**src/rtl/stmcm_pkg.sv**
```systemverilog
// ----------------------------------------------------------------------------
// stmcm_pkg
// Types, event codes, register indexes and reset values used by the
// timestamp contention manager.
// ----------------------------------------------------------------------------
package stmcm_pkg;

	localparam int THREADS_DEF = 32;

	localparam int TID_W      = 5;
	localparam int FUNC_W     = 2;
	localparam int STAMP_W    = 32;
	localparam int WCOUNT_W   = 8;
	localparam int ACOUNT_W   = 4;
	localparam int MULT_W     = 16;
	localparam int BACKOFF_W  = 20;
	localparam int CFG_IDX_W  = 2;
	localparam int CFG_DATA_W = 16;

	localparam logic [FUNC_W-1:0] FUNC_START    = 2'd0;
	localparam logic [FUNC_W-1:0] FUNC_WRITE    = 2'd1;
	localparam logic [FUNC_W-1:0] FUNC_CHECK    = 2'd2;
	localparam logic [FUNC_W-1:0] FUNC_ROLLBACK = 2'd3;

	localparam logic [CFG_IDX_W-1:0] CFG_THRESHOLD  = 2'd0;
	localparam logic [CFG_IDX_W-1:0] CFG_MAX_ABORTS = 2'd1;
	localparam logic [CFG_IDX_W-1:0] CFG_WAIT_MULT  = 2'd2;

	localparam logic [WCOUNT_W-1:0] THRESHOLD_RST  = 8'd10;
	localparam logic [ACOUNT_W-1:0] MAX_ABORTS_RST = 4'd10;
	localparam logic [MULT_W-1:0]   WAIT_MULT_RST  = 16'd8000;

	localparam logic [STAMP_W-1:0]  STAMP_TIMID = 32'hFFFF_FFFF;
	localparam logic [STAMP_W-1:0]  STAMP_LAST  = 32'hFFFF_FFFE;
	localparam logic [WCOUNT_W-1:0] WCOUNT_MAX  = 8'hFF;

	// One row of per-thread state, kept together in the table memory.
	typedef struct packed {
		logic                flag;
		logic [STAMP_W-1:0]  stamp;
		logic [WCOUNT_W-1:0] wcount;
		logic [ACOUNT_W-1:0] acount;
	} stmcm_row_t;

	localparam stmcm_row_t ROW_RESET = '{
		flag:   1'b0,
		stamp:  STAMP_TIMID,
		wcount: '0,
		acount: '0
	};

endpackage

```
**src/rtl/stmcm_ram.sv**
```systemverilog
// ----------------------------------------------------------------------------
// stmcm_ram
// Generic RAM with one write port and two registered read ports.
// ----------------------------------------------------------------------------
module stmcm_ram #(
	parameter int WIDTH = 8,
	parameter int DEPTH = 32
) (
	input  logic                     clk,
	input  logic                     we,
	input  logic [$clog2(DEPTH)-1:0] waddr,
	input  logic [WIDTH-1:0]         wdata,
	input  logic [$clog2(DEPTH)-1:0] raddr_a,
	output logic [WIDTH-1:0]         rdata_a,
	input  logic [$clog2(DEPTH)-1:0] raddr_b,
	output logic [WIDTH-1:0]         rdata_b
);

	logic [WIDTH-1:0] mem [DEPTH];

	always_ff @(posedge clk) begin
		if (we) begin
			mem[waddr] <= wdata;
		end
		rdata_a <= mem[raddr_a];
		rdata_b <= mem[raddr_b];
	end

endmodule

```
**src/rtl/stm_timestamp_contention_manager.sv**
```systemverilog
// ----------------------------------------------------------------------------
// stm_timestamp_contention_manager
// Per-thread contention manager with a global timestamp counter.
// ----------------------------------------------------------------------------
// An event (func, thread_id, restarted, owner_thread_id) is taken at a clock
// edge where start is high and busy is low. busy stays low: an event can be
// taken in every cycle. Each event gives exactly one result, shown on
// abort_now, aborted_by_other and backoff_limit for one cycle while done is
// high. The receiver cannot stall, so results are never held back.
// The per-thread table memory has a registered read, then one stage of
// decision logic feeds the result register. Throughput is one event per
// cycle; the last table write is forwarded to the event that follows it.
// Configuration writes go over cfg_valid/cfg_ready (always ready) with
// cfg_index and cfg_data. The user must make them only while no event is
// in flight; the block itself does not enforce this.
// Reset (arst_n low) sets all threads timid and unmarked with zero counts,
// through one valid bit per thread, clears the timestamp counter and loads
// the register defaults. No clearing pass is needed after reset.
// ----------------------------------------------------------------------------
module stm_timestamp_contention_manager
	import stmcm_pkg::*;
#(
	parameter int THREADS = THREADS_DEF
) (
	input  logic                  clk,
	input  logic                  arst_n,
	input  logic                  start,
	output logic                  busy,
	input  logic [FUNC_W-1:0]     func,
	input  logic [TID_W-1:0]      thread_id,
	input  logic                  restarted,
	input  logic [TID_W-1:0]      owner_thread_id,
	output logic                  done,
	output logic                  abort_now,
	output logic                  aborted_by_other,
	output logic [BACKOFF_W-1:0]  backoff_limit,
	input  logic                  cfg_valid,
	output logic                  cfg_ready,
	input  logic [CFG_IDX_W-1:0]  cfg_index,
	input  logic [CFG_DATA_W-1:0] cfg_data
);

	localparam int AW  = $clog2(THREADS);
	localparam int IDW = (AW > TID_W) ? AW : TID_W;
	localparam int RW  = $bits(stmcm_row_t);

	logic                accept;
	logic [WCOUNT_W-1:0] thr_q;
	logic [ACOUNT_W-1:0] max_q;
	logic [MULT_W-1:0]   mult_q;

	logic                valid_s1;
	logic [FUNC_W-1:0]   func_s1;
	logic [TID_W-1:0]    tid_s1;
	logic                restarted_s1;
	logic [TID_W-1:0]    oid_s1;

	logic [IDW-1:0]      tid_in_ext;
	logic [IDW-1:0]      oid_in_ext;
	logic [IDW-1:0]      tid_ext;
	logic [IDW-1:0]      oid_ext;
	logic [AW-1:0]       tidx;
	logic [AW-1:0]       oidx;
	logic                t_ok;
	logic                o_ok;

	logic [RW-1:0]       rd_t;
	logic [RW-1:0]       rd_o;
	stmcm_row_t          t_row;
	stmcm_row_t          o_row;

	logic [THREADS-1:0]  valid_q;
	logic                wr_en_q;
	logic [AW-1:0]       wr_addr_q;
	stmcm_row_t          wr_data_q;

	logic                we;
	logic [AW-1:0]       wa;
	stmcm_row_t          wd;
	logic [STAMP_W-1:0]  next_q;
	logic [STAMP_W-1:0]  next_d;
	logic                abort_d;
	logic                by_other_d;
	logic [BACKOFF_W-1:0] backoff_d;

	assign busy      = 1'b0;
	assign cfg_ready = 1'b1;
	assign accept    = start && !busy;

	// Table reads start in the accepting cycle, straight from the ports.
	assign tid_in_ext = IDW'(thread_id);
	assign oid_in_ext = IDW'(owner_thread_id);

	stmcm_ram #(
		.WIDTH (RW),
		.DEPTH (THREADS)
	) u_table (
		.clk     (clk),
		.we      (we),
		.waddr   (wa),
		.wdata   (wd),
		.raddr_a (tid_in_ext[AW-1:0]),
		.rdata_a (rd_t),
		.raddr_b (oid_in_ext[AW-1:0]),
		.rdata_b (rd_o)
	);

	always_ff @(posedge clk or negedge arst_n) begin
		if (!arst_n) begin
			thr_q  <= THRESHOLD_RST;
			max_q  <= MAX_ABORTS_RST;
			mult_q <= WAIT_MULT_RST;
		end else if (cfg_valid && cfg_ready) begin
			case (cfg_index)
				CFG_THRESHOLD:  thr_q  <= cfg_data[WCOUNT_W-1:0];
				CFG_MAX_ABORTS: max_q  <= cfg_data[ACOUNT_W-1:0];
				CFG_WAIT_MULT:  mult_q <= cfg_data[MULT_W-1:0];
				default: ;
			endcase
		end
	end

	always_ff @(posedge clk) begin
		if (accept) begin
			func_s1      <= func;
			tid_s1       <= thread_id;
			restarted_s1 <= restarted;
			oid_s1       <= owner_thread_id;
		end
	end

	assign tid_ext = IDW'(tid_s1);
	assign oid_ext = IDW'(oid_s1);
	assign tidx    = tid_ext[AW-1:0];
	assign oidx    = oid_ext[AW-1:0];
	assign t_ok    = 32'(tid_s1) < THREADS;
	assign o_ok    = 32'(oid_s1) < THREADS;

	// The previous event's write reached the memory at the same edge as this
	// event's read, so it is taken from its copy instead. A row never written
	// since reset reads as the reset row.
	always_comb begin
		if (wr_en_q && wr_addr_q == tidx) begin
			t_row = wr_data_q;
		end else if (valid_q[tidx]) begin
			t_row = stmcm_row_t'(rd_t);
		end else begin
			t_row = ROW_RESET;
		end

		if (!o_ok) begin
			o_row = ROW_RESET;
		end else if (wr_en_q && wr_addr_q == oidx) begin
			o_row = wr_data_q;
		end else if (valid_q[oidx]) begin
			o_row = stmcm_row_t'(rd_o);
		end else begin
			o_row = ROW_RESET;
		end
	end

	always_comb begin
		we         = 1'b0;
		wa         = tidx;
		wd         = t_row;
		next_d     = next_q;
		abort_d    = 1'b0;
		by_other_d = 1'b0;
		backoff_d  = '0;
		if (valid_s1 && t_ok) begin
			case (func_s1)
				FUNC_START: begin
					we        = 1'b1;
					wd.flag   = 1'b0;
					wd.wcount = '0;
					if (!restarted_s1) begin
						wd.stamp  = STAMP_TIMID;
						wd.acount = '0;
					end
				end
				FUNC_WRITE: begin
					we = 1'b1;
					if (t_row.wcount != WCOUNT_MAX) begin
						wd.wcount = t_row.wcount + 1'b1;
					end
					if (t_row.stamp == STAMP_TIMID && wd.wcount == thr_q) begin
						wd.stamp = next_q;
						if (next_q < STAMP_LAST) begin
							next_d = next_q + 1'b1;
						end
					end
				end
				FUNC_CHECK: begin
					if (t_row.flag) begin
						abort_d    = 1'b1;
						by_other_d = 1'b1;
					end else if (t_row.stamp == STAMP_TIMID) begin
						abort_d = 1'b1;
					end else if (o_row.stamp < t_row.stamp) begin
						abort_d = !o_row.flag;
					end else if (o_ok) begin
						// The requester wins: mark the lock owner aborted.
						we      = 1'b1;
						wa      = oidx;
						wd      = o_row;
						wd.flag = 1'b1;
					end
				end
				FUNC_ROLLBACK: begin
					we = 1'b1;
					if (t_row.acount < max_q) begin
						wd.acount = t_row.acount + 1'b1;
					end
					backoff_d = BACKOFF_W'(wd.acount) * BACKOFF_W'(mult_q);
				end
				default: ;
			endcase
		end
	end

	always_ff @(posedge clk or negedge arst_n) begin
		if (!arst_n) begin
			valid_s1 <= 1'b0;
			done     <= 1'b0;
			wr_en_q  <= 1'b0;
			valid_q  <= '0;
			next_q   <= '0;
		end else begin
			valid_s1 <= accept;
			done     <= valid_s1;
			wr_en_q  <= we;
			next_q   <= next_d;
			if (we) begin
				valid_q[wa] <= 1'b1;
			end
		end
	end

	always_ff @(posedge clk) begin
		wr_addr_q        <= wa;
		wr_data_q        <= wd;
		abort_now        <= abort_d;
		aborted_by_other <= by_other_d;
		backoff_limit    <= backoff_d;
	end

	a_result_follows: assert property (@(posedge clk) disable iff (!arst_n)
		valid_s1 |=> done)
		else $error("event in decision stage gave no result");

	a_stamp_never_timid: assert property (@(posedge clk) disable iff (!arst_n)
		next_q != STAMP_TIMID)
		else $error("timestamp counter reached the timid value");

	a_by_other_aborts: assert property (@(posedge clk) disable iff (!arst_n)
		(done && aborted_by_other) |-> abort_now)
		else $error("marked abort reported without abort");

	a_backoff_rollback: assert property (@(posedge clk) disable iff (!arst_n)
		(done && backoff_limit != '0) |-> $past(valid_s1 && func_s1 == FUNC_ROLLBACK))
		else $error("backoff bound reported for an event other than rollback");

	a_write_marks_valid: assert property (@(posedge clk) disable iff (!arst_n)
		we |=> valid_q[$past(wa)])
		else $error("written table row not marked valid");

endmodule
```
**config.mk**
```make
export PLATFORM = sky130hd
export DESIGN_NAME = stm_timestamp_contention_manager
export DESIGN_NICKNAME = d
export VERILOG_FILES = /design/src/rtl/stmcm_pkg.sv /design/src/rtl/stmcm_ram.sv /design/src/rtl/stm_timestamp_contention_manager.sv
export SDC_FILE = /design/constraint.sdc
export NUM_CORES = 2
export LEC_CHECK = 0
export BUFFER_PORTS_ARGS = -buffer_cell sky130_fd_sc_hd__clkbuf_2
export CAP_MARGIN = 15
export CORE_ASPECT_RATIO = 0.7
export CORE_MARGIN = 2
export CORE_UTILIZATION = 56
export CTS_CLUSTER_SIZE = 20
export DETAILED_ROUTE_END_ITERATION = 8
export HOLD_SLACK_MARGIN = 0.02
export PLACE_DENSITY = 0.72
export REMOVE_ABC_BUFFERS = 1
export SLEW_MARGIN = 5
export SYNTH_ARGS = -nofsm -noshare
export SYNTH_HDL_FRONTEND = slang
export SYNTH_SLANG_ARGS = --single-unit
```
**constraint.sdc**
```tcl
create_clock -name clk -period 9.9 [get_ports clk]
set_clock_uncertainty 0.1 [all_clocks]
set_input_delay 1.98 -clock clk [delete_from_list [all_inputs] [get_ports clk]]
set_output_delay 1.98 -clock clk [all_outputs]
set_load 0.005 [all_outputs]
```
======== Yosys cells after proc, flatten, opt, wreduce, memory -nomap -nowiden ========
Memory sizes are Yosys's and may differ from the RTL's. A register that Yosys moved wholly into a read port is not among the register bits.
Cells that the tools add are included.
storage, ports and cells
  bits in registers ....................... 180
  memories kept ........................... 1
  memory bits (writable) .................. 1,440
  logic and storage cells ................. 99
memories
  memory       words  width  rd ports  clocked after memory_dff  wr ports  RTL line         text
  u_table.mem  32     45     2         2                         1         stmcm_ram.sv:19  logic [WIDTH-1:0] mem [DEPTH];
cells by class
  bitwise logic cells ..................... 1
  magnitude comparators ................... 7
  eq/ne operators ......................... 10
  $add $sub $neg .......................... 3
  multiplexer cells ....................... 42
  reductions and logical operators ........ 14
  multipliers ............................. 1
operators by type and width
  cell                   count
  $mux 45                8
  $pmux 40 s3            1
  $mux 32                2
  $add 32x1->32 const B  1
  $eq 32x32->1 const B   1
  $lt 32x32->1           1
  $lt 32x32->1 const B   1
  $or 32x32->32          1
  $mux 5                 5
  $mux 8                 3
  $mul 4x16->20          1
  $lt 5x6->1 const B     3
  $mux 4                 4
  $mux 1                 13
  $pmux 4 s3             1
  $bmux 1 s5             2
  $eq 5x5->1             2
  $reduce_and 2->1       5
  $add 8x1->8 const B    1
  $eq 8x8->1             1
  $ne 8x8->1 const B     1
  $eq 2x2->1 const B     3
  $demux 1 s5            1
  $ge 5x1->1 const B     1
  other kinds (9)        15

======== Longest topological paths before layout ========
  depth after elaboration ................. 15
  gate-level depth with buffers ........... 34
  mapped depth without buffers ............ 29

======== Cells and area by module ========
Synthesis repeated with hierarchy kept, for this count alone.
second synthesis, totals
  cells, all modules ...................... 6,266
  area total of the unflattened synthesis .. 82,810.7 um^2
modules (own cells, without submodules)
  module                            area an instance (um^2)  cells each  times used
  stmcm_ram                         70,022.2                 4,828       1
  stm_timestamp_contention_manager  12,788.5                 1,438       1

======== Least setup slack after synthesis ========
Ideal clock, no wire load.
  kind .................................... reg-to-reg
  from .................................... register tid_s1[2] (netlist: tid_ext[2])
  to ...................................... memory u_table.mem[15][0] (netlist name) (enable)
  data required time ...................... 9,352 ps
  stages on the path, launching flop included .. 26
  setup slack ............................. 2,114 ps
  arrival time ............................ 7,238 ps
  path through ............................ edfxtp_1 -> buf_6 -> xor2_1 -> nor4_2 -> and3_1 -> buf_4 -> buf_2 -> clkbuf_1 -> clkbuf_1 -> clkbuf_1 -> nor2_1 -> a21oi_1 -> inv_1 -> ha_1 -> nand4_1 -> or2_2 -> nor4_1 -> and2_1 -> a22oi_1 -> o211a_1 -> a221oi_2 -> o21ai_1 -> nor2_1 -> a31oi_1 -> clkbuf_1 -> nor2_1
between the ends
  cells in the longest elaborated chain, start to end .. 12
  elaborated cells between the ends (all ways) .. 20
RTL lines
  item                          RTL line                                 text
  start, declared               stm_timestamp_contention_manager.sv:54   logic [TID_W-1:0] tid_s1;
  start signal, assigned        stm_timestamp_contention_manager.sv:126  tid_s1 <= thread_id;
  $bmux 1 s5                    stm_timestamp_contention_manager.sv:145  end else if (valid_q[tidx]) begin
  $mux 1 (not written as such)  stm_timestamp_contention_manager.sv:145
  $mux 45                       stm_timestamp_contention_manager.sv:145
  $mux 45                       stm_timestamp_contention_manager.sv:143  if (wr_en_q && wr_addr_q == tidx) begin
  $lt 32x32->1                  stm_timestamp_contention_manager.sv:199  end else if (o_row.stamp < t_row.stamp) begin
  $mux 1                        stm_timestamp_contention_manager.sv:199
  $mux 1                        stm_timestamp_contention_manager.sv:197  end else if (t_row.stamp == STAMP_TIMID) begin
  $mux 1                        stm_timestamp_contention_manager.sv:194  if (t_row.flag) begin
  $pmux 1 s2                    stm_timestamp_contention_manager.sv:171  case (func_s1)
  $mux 1                        stm_timestamp_contention_manager.sv:170  if (valid_s1 && t_ok) begin
  $mux 1                        stmcm_ram.sv:22                          if (we) begin
  $mux 1 (not written as such)  stmcm_ram.sv:23                          mem[waddr] <= wdata;
  end, declared                 stmcm_ram.sv:19
Several ways; a longest one is shown, not always the timed one. The select of a mux whose other input is x is not followed.

======== Worst setup path after layout ========
  from .................................... register oid_s1[2] (netlist: oid_ext[2])
  to ...................................... memory u_table.mem[28][38] (netlist name) (enable)
between the ends
  cells in the longest elaborated chain, start to end .. 12
  elaborated cells between the ends (all ways) .. 19
RTL lines
  item                          RTL line                                 text
  start, declared               stm_timestamp_contention_manager.sv:56   logic [TID_W-1:0] oid_s1;
  start signal, assigned        stm_timestamp_contention_manager.sv:128  oid_s1 <= owner_thread_id;
  $bmux 1 s5                    stm_timestamp_contention_manager.sv:155  end else if (valid_q[oidx]) begin
  $mux 1 (not written as such)  stm_timestamp_contention_manager.sv:155
  $mux 45                       stm_timestamp_contention_manager.sv:155
  $mux 45                       stm_timestamp_contention_manager.sv:153  end else if (wr_en_q && wr_addr_q == oidx) begin
  $lt 32x32->1                  stm_timestamp_contention_manager.sv:199
  $mux 1                        stm_timestamp_contention_manager.sv:199
  $mux 1                        stm_timestamp_contention_manager.sv:197
  $mux 1                        stm_timestamp_contention_manager.sv:194
  $pmux 1 s2                    stm_timestamp_contention_manager.sv:171
  $mux 1                        stm_timestamp_contention_manager.sv:170
  $mux 1                        stmcm_ram.sv:22
  $mux 1 (not written as such)  stmcm_ram.sv:23
Several ways; a longest one is shown, not always the timed one. The select of a mux whose other input is x is not followed.

==> summary.md <==
| Metric | Value |
|---|---|
| Status | complete, no violations |
| Hold-fix buffers, CTS | 0 |
| Root Buffer | clkbuf_16 |
| Final hold violation count | 0 |
| Buffer depth of the longest clock path | 3 |
| Worst R2R End | u_table.mem[28][38]$_DFFE_PP_ |
| Yosys top cell by area | edfxtp_1 |
| CP Capture Type | register |
| Post-route insts no fill | 6265 |
| Detailed placement HPWL | ~130000 um |
| Largest net degree at the start of global routing | 130 |
| Total gr overflow | 0 |
| Via density | 7.270 |
| Synth area leaders | edfxtp_1, mux4_2, dfxtp_1, dfrtp_1, mux2_2 |
| RSZ-0062 raised after global routing | false |
| Share of the synthesized area in the top cell type | between 50% and 60% |
| Max-Slew Margin vs Limit | around 12% |
| CP Data Required Time | 10.27 ns |
| Starting density of the core | 56.60% |
| Worst-path clk slew | 0.06 ns |
| Cells after Synth | 4178 |
| Total GRT Usage | between 30% and 40% |
| Drt drc | 0 |
| CP Data Arrival Time | 9.24 ns |
| Core area | 141000 sq um |
| Pwr Density | 197.9 nW/um^2 |
| R2R Setup Slk | 1.03 ns |
| Nets | 4379 |
| Synth unique cells | slightly above 80 |
| Antenna violations before repair | 12 |
| Clk Latency, worst-skew pair | 0.82 ns |
| Avg Inst Size Synth | 19.10 sq um |
| Cell Rows | 115 |
| Drt wl/cell | 36.02 um |
| CP max FO | 33 |
| Mapped cell area | 79820 sq um |
| Ratio of final minimum period to clock period | 89.60% |
| FF-to-FF Start | oid_ext[2]$_DFFE_PP_ |
| Gp weighted congestion | approximately 0.98 |
| Post-synth EDFFs | between 1000 and 1500 |
| Worst Hold Launch | next_q[16]$_DFFE_PN0P_ |
| Antenna viol nets, final | 0 |
| CP Class | register to register |
| Fin Hold WS | 0.3948 ns |
| Hold Path Class | register to register |
| Fraction of registers with async set/reset | 5.556% |
| Post-CTS Resized | 0 |
| Clk sinks | 1710 |
| Final setup vio count | 0 |
| Chip Width | 455.2 um |
| Sequential fraction of the synthesis area | slightly above 60% |
| Area Overhead vs Synth | 11.04% |
| Pins Over Slew Limit | 0 |
| Top-Level Pins | 60 |
| Fin crit period | 8.871 ns |
| Post-CTS setup buffers | 0 |
| Post-route setup TNS | 0 ns |
| Placed cells | 5960 |
| Switching part of the total | a little over a quarter |
| Place WS | about 1.3 ns |
| Die area | between 100000 and 150000 sq um |
| Predominant post-synthesis flop cell | edfxtp_1 |
| Register-to-Register Path Depth | 19 |
| H-tree levels | 4 |
| DR vias | about 46000 |
| Initial DRC count | between 7000 and 8000 |
| Final wirelength | 225700 um |
| Number of fillers in the final layout | 9539 |
| Worst Setup Start Kind | register |
| Vias in the first global route | 44340 |
| PortBufs | 57 |
| Most frequent cells in the layout | edfxtp_1, mux4_2, dfxtp_1 |
| Leakage | 28.80 nW |
| Wire length of the first global-routing pass | approximately 320000 um |
| Drt pass-1 iters | 5 |
| TritonCTS Buffers | 157 |
| Layout cell share with drive strength beyond 1 | 36.41% |
| PnR worst setup slack | 1.029 ns |
| TritonCTS clock tree | yes |
| Power Internal | 0.01291 W |
| Reg power frac | 49.4% |
| Achievable clock frequency | around 110 MHz |
| Die height | around 320 um |
| Sw Pwr | 0.004624 W |
| Clock group share of total power | 35.1% |
| Worst Hold Path EP | next_q[16]$_DFFE_PN0P_ |
| Synth warnings | 0 |
| Maxcap violations | 0 |
| Worst hold stages | 1 |
| Power share of the combinational group | roughly 16% |
| Commonest non-fill, non-tap cell in the layout | edfxtp_1 |
| VDD IR-drop max | between 0.2 and 0.25 mV |
| Slew @ Worst Pin | 1.310 ns |
| Final core utilization | 62.85% |
| #FFs+latches synth | around 1700 |
[cell type report]
class	instances	area, sq um	share of cell area (%)
clock inverter	84	825.8	0.9318
timing repair buffer	214	1967	2.219
sequential	1710	49260	55.59
clock buffer	211	4347	4.904
multi-input combinational	2095	29580	33.38
tap	1872	2342	2.643
antenna	1	2.502	0.002824
inverter	78	292.8	0.3304
[worst max-delay path: stages (launching register included)]
cell and delay, ns:
edfxtp_1 0.75, xor2_1 0.20, nor4_1 0.09, nand3_2 0.07, buf_4 0.39, nand4_1 0.99, o22a_1 0.53, ha_1 0.31
nand4_1 0.11, or2_2 0.35, nor4_1 0.53, and2_1 0.20, a22oi_1 0.09, o211a_1 0.19, a221oi_4 0.75, nand2_1 0.24
o21ai_0 0.29, nand3_1 0.57, nor2_4 1.21, buf_4 0.47
[cells by family (layout without fill, tap and decap cells)]
group                    count (synthesis)  after routing  share of synthesized area (%)
other                                    2              3                       0.009409
adder cells (fa/ha/maj)                 88             88                          1.643
XOR/XNOR                                59             59                         0.6568
buffers and inverters                  373            587                          1.859
AND/OR/NAND/NOR                        571            571                          3.642
AO/OA/AOI/OAI                          321            321                          2.828
multiplexers                          1054           1054                          27.64
flip-flops                            1710           1710                          61.72
[worst max path at each step]
| stage | startpoint | to | slack, ns | cells after the start |
|---|---|---|---|---|
| 2_1_floorplan | oid_ext[2]$_DFFE_PP_ | u_table.mem[11][0]$_DFFE_PP_ | -0.40 | 17 |
| 3_3_place_gp | oid_ext[0]$_DFFE_PP_ | u_table.mem[28][38]$_DFFE_PP_ | 1.44 | 18 |
| 3_5_place_dp | oid_ext[0]$_DFFE_PP_ | u_table.mem[15][30]$_DFFE_PP_ | 1.31 | 20 |
| 4_1_cts | oid_ext[0]$_DFFE_PP_ | u_table.mem[15][20]$_DFFE_PP_ | 1.29 | 20 |
| 5_1_grt | oid_ext[2]$_DFFE_PP_ | u_table.mem[28][38]$_DFFE_PP_ | 0.64 | 19 |
| 6_report | oid_ext[2]$_DFFE_PP_ | u_table.mem[28][38]$_DFFE_PP_ | 1.03 | 19 |
[power by group through the flow]
stage | Clock, W | Combinational [W] | Sequential [W]
2_1_floorplan | 0 | 0.00165 | 0.00870
3_3_place_gp | 0 | 0.00261 | 0.00880
3_5_place_dp | 0 | 0.00264 | 0.00880
4_1_cts | 0.00622 | 0.00266 | 0.00865
5_1_grt | 0.00651 | 0.00294 | 0.00868
6_report | 0.00616 | 0.00271 | 0.00866
[Yosys cell counts, drive strengths merged (34+ instances only)]
master / count
nand4: 34
edfxtp: 1453
nand3: 48
and2: 49
xor2: 36
inv: 78
o21ai: 69
dfxtp: 162
nor2: 137
clkbuf: 200
dfrtp: 85
mux2: 120
a21oi: 50
nand2: 145
mux4: 908
buf: 95
ha: 60
[metrics by stage]
stage,cell area (sq um),total power (W)
detailed placement,83260,0.01144
floorplan,78630,0.01035
CTS,88430,0.01753
global placement,83190,0.01141
global route,88620,0.01813
finish,88630,0.01754
[registers in the layout, indices dropped and copies added (netlist names)]
register          cells
abort_now             1
thr_q                 8
aborted_by_other      1
tid_ext               5
wr_data_q            45
next_q               32
restarted_s1          1
backoff_limit        20
wr_en_q               1
mult_q               16
u_table.mem        1440
max_q                 4
oid_ext               5
valid_s1              1
u_table.rdata_a      45
done                  1
wr_addr_q             5
func_s1               2
valid_q              32
u_table.rdata_b      45
[layer usage]
metal  global-route usage, %  share of wire, %
met1                   49.24                40
met2                   44.37                44
met3                   7.534                13
met4                   9.014               2.6
met5                       0             0.017
No activity file was read; power rests on OpenSTA's default activity.
